[config.mk]
export PLATFORM = sky130hd
export DESIGN_NAME = cau_div_cell
export DESIGN_NICKNAME = d
export VERILOG_FILES = /design/src/hw/rtl/cau_pkg.sv /design/src/hw/rtl/cau_div_cell.sv
export SDC_FILE = /design/constraint.sdc
export NUM_CORES = 1
export LEC_CHECK = 0
export ABC_AREA = 0
export BUFFER_PORTS_ARGS = -buffer_cell sky130_fd_sc_hd__buf_2
export CELL_PAD_IN_SITES_DETAIL_PLACEMENT = 0
export CELL_PAD_IN_SITES_GLOBAL_PLACEMENT = 1
export CORE_AREA = 2 2 307 309
export CTS_BUF_LIST = sky130_fd_sc_hd__clkbuf_8 sky130_fd_sc_hd__clkbuf_16
export DETAILED_ROUTE_END_ITERATION = 7
export DIE_AREA = 0 0 309 311
export HOLD_SLACK_MARGIN = 0.02
export PLACE_DENSITY = 0.51
export REMOVE_ABC_BUFFERS = 1
export SYNTH_ARGS = -nofsm -noshare
export SYNTH_HDL_FRONTEND = slang
export SYNTH_SLANG_ARGS = --single-unit
export TNS_END_PERCENT = 50
[constraint.sdc]
create_clock -name clk_i -period 0.8 [get_ports clk_i]
set_input_delay 0 -clock clk_i [delete_from_list [all_inputs] [get_ports clk_i]]
set_output_delay 0 -clock clk_i [all_outputs]
set_load 0.05 [all_outputs]
[src/hw/rtl/cau_pkg.sv]
package cau_pkg;

  // Operation codes of an item.
  typedef enum logic [1:0] {
    OP_ADD = 2'd0,
    OP_SUB = 2'd1,
    OP_MUL = 2'd2,
    OP_DIV = 2'd3
  } op_e;

  // Remainder width of the divider: a 64-bit magnitude shifted by up to 34
  // fractional bits must fit, as must the divisor shifted by 33.
  localparam int unsigned RemW  = 98;
  localparam int unsigned DenW  = 64;
  localparam int unsigned QuoW  = 33;
  localparam int unsigned TopQ  = 33;

  // Data handed from cell to cell.
  typedef struct packed {
    logic             valid;
    logic             is_div;
    logic             dz;
    logic             ov;
    logic [31:0]      res_re;
    logic [31:0]      res_im;
    logic             neg_re;
    logic             neg_im;
    logic             big_re;
    logic             big_im;
    logic [RemW-1:0]  rem_re;
    logic [RemW-1:0]  rem_im;
    logic [DenW-1:0]  den;
    logic [QuoW-1:0]  q_re;
    logic [QuoW-1:0]  q_im;
  } pipe_t;

endpackage

[src/hw/rtl/cau_div_cell.sv]
module cau_div_cell #(
  parameter int unsigned SHIFT = 0
) (
  input  logic           clk_i,
  input  logic           rst_ni,
  input  cau_pkg::pipe_t pipe_i,
  output cau_pkg::pipe_t pipe_o
);
  import cau_pkg::*;

  pipe_t           pipe_d;
  logic [RemW-1:0] dsh;
  logic            ge_re, ge_im;

  // One restoring step: resolves quotient bit SHIFT of both parts.
  always_comb begin
    dsh    = RemW'(pipe_i.den) << SHIFT;
    ge_re  = (pipe_i.rem_re >= dsh);
    ge_im  = (pipe_i.rem_im >= dsh);
    pipe_d = pipe_i;
    pipe_d.q_re = {pipe_i.q_re[QuoW-2:0], ge_re};
    pipe_d.q_im = {pipe_i.q_im[QuoW-2:0], ge_im};
    if (ge_re) begin
      pipe_d.rem_re = pipe_i.rem_re - dsh;
    end
    if (ge_im) begin
      pipe_d.rem_im = pipe_i.rem_im - dsh;
    end
  end

  always_ff @(posedge clk_i or negedge rst_ni) begin
    if (!rst_ni) begin
      pipe_o <= '0;
    end else begin
      pipe_o <= pipe_d;
    end
  end

endmodule

Word level (Yosys, flattened, before mapping). Index checks and enable logic that the tools add are counted.

$add $sub $neg: 2. Magnitude comparators: 2. Mux-type cells: 2.

Operators by type and width (number): 98-bit by 64-bit greater-or-equal comparator with 1-bit output (2); 98-bit 2-to-1 mux (2); 98-bit by 64-bit subtractor with 98-bit output (2).

Register bits: 398. Input port bits: 400. Output and inout port bits: 398. Logic and storage cells: 21.

Depth between registers and ports, before layout.
Depth after elaboration: 2. Gate-level depth with buffers: 16. Depth with buffers taken out: 15.

Worst setup path before layout. OpenSTA, ideal clock, no wires.

Kind: input to register. Start: input pipe_i[130] in the netlist's numbering. End: register pipe_o[224] in the netlist's numbering. Setup time: 0.122 ns. Data arrival time: 3.441 ns. Required time: 0.678 ns. Setup slack: -2.763 ns. Stages on the path: 16. Buffers on the path: 2. Path through: inv_1 ha_1 inv_1 fa_1 a21o_1 a221o_1 a221oi_4 a221oi_2 o31ai_1 a21boi_1 or3_1 buf_2 or3_1 buf_2 or3_4 xnor2_2.

RTL lines: start: declaration (RTL line cau_div_cell.sv:6) `input cau_pkg::pipe_t pipe_i,`; end signal: assignment (RTL line cau_div_cell.sv:35) `pipe_o <= pipe_d;`; end: declaration (RTL line cau_div_cell.sv:7) `output cau_pkg::pipe_t pipe_o`.

==> flow_summary_export.csv <==
group,metric,value,unit
run_status,outcome,"finished with violations",
run_status,violations,"negative hold slack, negative setup slack",
clock_tree,path_clk_slew,0.06,ns
cells_and_area,regMostFlops,"pipe_o",
synthesis,postSynthAreaPerCell,9.37,um2
synthesis,netlist.area_leader.share,46.9,%
floorplanning,io_pins,798,
cells_and_area,area_growth,117,%
floorplanning,die_width,309,um
cells_and_area,multiInputGateArea,13900,um2
cells_and_area,fill_cells,8700,
synthesis,ys.flop_type,"dfrtp_1",
clock_tree,cts-root-buf,"clkbuf_16",
timing,rsz0062_at_grt,"yes",
placement,dp.cells,5078,
global_route,grt_max_degree,56,
timing,period_share,380,%
clock_tree,cts_buffer_depth,3,
cells_and_area,layout.cells.non_filler,5860,
critical_path,crit_start,"pipe_i[130]",
power,powerDensity,1760,nW/um2
synthesis,synth.largest_area_cell,"dfrtp_1",
critical_path,critical_path.endpoint,"pipe_o[224]",
floorplanning,die_y,311,um
placement,dpl_cell_area,33200,um2
cells_and_area,register_area,9960,um2
critical_path,worstPathRequired,1.33,ns
timing,slew_headroom,45.3,%
synthesis,synth_cell_types,77,
cells_and_area,final_cell_mix,"844 x buf_4, 779 x buf_2, 571 x dlygate4sd3_1",
floorplanning,dieArea,96100,um2
timing,setup_viol,806,
floorplanning,core.rowCount,112,
timing,whs,-0.522,ns
critical_path,critPathMaxFanout,3,
floorplanning,initial_core_util,22.9,%
route,routed_wl,127000,um
route,vias_per_cell,4.56,
power,peakVddDrop,0.00159,V
synthesis,synth_edf_count,0,
critical_path,path_class,"input port to flop",
timing,worst_slew_pin_slew,0.817,ns
synthesis,syn_area,21200,um2
timing,min_period,3.04,ns
route,route.vias.total,26747,
cells_and_area,largest_register_ffs,398,
power,power.leakage,21.5,nW
floorplanning,core_area,92800,um2
timing,finalHoldViolCount,65,
route,drtPass1Iterations,5,
flow_run,drv_cap,0,
timing,setup_slack,-2.24,ns
cells_and_area,final_area,46100,um2
hold_path,min_path_type,"input port to flop",
synthesis,synth-seq-area-share,46.9,%
global_route,grt_antenna_before_repair,31,
clock_tree,cts_buffers,52,
global_route,grt_pass1_vias,28540,
synthesis,netlist_top_cells_area,"dfrtp_1 47%, ha_1 7.5%, a21oi_1 6.5%, xnor2_1 4.5%, nor2_1 4.2%",
global_route,gr-total-overflow,0,
clock_tree,cts_num_sinks,398,
clock_tree,cts_max_level,2,
clock_tree,cts_tree,"built",
route,drc_errors,0,
synthesis,yosys_warnings,0,
critical_path,endpoint_kind,"flop",
global_route,grt_pass1_wl,182000,um
critical_path,cp.arrival,3.57,ns
route,drtIter0Drc,1242,
cells_and_area,reg_top3,"pipe_o (398)",
synthesis,synthCells,2266,
timing,tns,-701.11,ns
cells_and_area,drive_gt1_share,51.8,%
synthesis,async_reset_ff_share,100,%
global_route,track_usage,25.2,%
placement,place_congestion,0.891,
route,ant_nets,0,
cells_and_area,nets,5074,
timing,slew_viol_final,0,
placement,place.detailed.hpwl,94600,um
critical_path,start_kind,"input port",
synthesis,ys_seq_elements,398,
placement,port-buffer-count,795,
route,post_drt_wl_per_cell,21.7,um
timing,max_freq,329,MHz
cells_and_area,final_common_cell,"buf_4",
==> critical path, cell delays in order <==
cell      delay [ns]
buf_8           0.10
inv_4           0.05
ha_4            0.13
inv_2           0.04
fa_2            0.36
a21o_1          0.21
a221o_1         0.38
a221oi_4        0.35
buf_12          0.16
a221oi_4        0.08
o31ai_2         0.27
buf_4           0.17
a21boi_2        0.06
or3_4           0.35
or3_4           0.36
or3_4           0.35
xnor2_2         0.14
==> worst min path at each step <==
stage / start / cells past startpoint / slack [ns] / endpoint
after floorplan: rst_ni / 0 / -0.30 / pipe_o[0]
after global placement: rst_ni / 1 / -0.15 / pipe_o[267]
after detailed placement: rst_ni / 1 / -0.15 / pipe_o[265]
after CTS: pipe_i[67] / 1 / -0.56 / pipe_o[67]
after global routing: pipe_i[67] / 1 / -0.55 / pipe_o[67]
final: pipe_i[67] / 1 / -0.52 / pipe_o[67]
==> kinds of logic after synthesis <==
family,after synthesis,synth area share (%)
adder cells (fa/ha/maj),130,7.73
AND/OR/NAND/NOR,708,16.0
XOR/XNOR,187,7.75
AO/OA/AOI/OAI,624,17.5
buffers and inverters,216,3.95
flip-flops,398,46.9
multiplexers,3,0.159
==> through the flow <==
step                setup slack (ns)  utilization, %  power, mW  hold WS, ns
global route                   -2.33            49.7       84.4       -0.549
global placement               -3.23            35.8       50.3       -0.150
CTS                            -2.17            46.7       79.8       -0.561
detailed placement             -3.21            35.8       50.3       -0.149
finish                         -2.24            49.7       80.9       -0.522
floorplan                      -4.16               -       37.7       -0.296
==> routing by layer <==
| metal | vias up | track usage, % | routed length (um) |
|---|---|---|---|
| met1 | 13239 | 31.4 | 53600 |
| met2 | 697 | 43.5 | 62800 |
| met3 | 208 | 3.98 | 5700 |
| met5 | - | 0 | 69 |
| met4 | 10 | 9.31 | 4950 |
| li1 | 12593 | - | - |
==> power breakdown <==
part	total, mW	switching (mW)	leakage (nW)	internal, mW
sequential	23.2	0.934	4.63	22.3
combinational	31.9	19.3	15.9	12.6
clock	25.8	10.3	0.937	15.5
==> synthesized netlist by cell type, types with 16 or more instances <==
cell type,n
or4_1,17
nor3_1,61
a31oi_1,16
buf_2,23
o21ai_0,140
nor2_1,238
dfrtp_1,398
nand2_1,179
o31ai_1,17
clkbuf_1,75
xor2_1,78
ha_1,128
a21oi_1,277
inv_1,116
xnor2_1,108
nand3_1,32
o21bai_1,39
nand4_1,61
a211oi_1,19
nor4_1,28
a21o_1,44
==> cell type report <==
| cell class | instances | share of cell area, % |
|---|---|---|
| Clock inverter | 36 | 1.03 |
| Antenna cell | 19 | 0.103 |
| Inverter | 117 | 1.09 |
| Multi-Input combinational cell | 1652 | 30.2 |
| Clock buffer | 61 | 3.09 |
| Tap cell | 1254 | 3.40 |
| Timing Repair Buffer | 2323 | 39.5 |
| Sequential cell | 398 | 21.6 |
==> what timing repair did <==
action / 4_1_cts / 5_1_grt
hold buffers: 541 / 68
gates cloned: 22 / 5
setup buffers: 50 / 45
pin swaps: 94 / 157
endpoints found under the setup margin: 596 / 939
hold endpoints to repair: 794 / 134
resized for setup: 448 / 512
No activity file was read; power rests on OpenSTA's default activity.
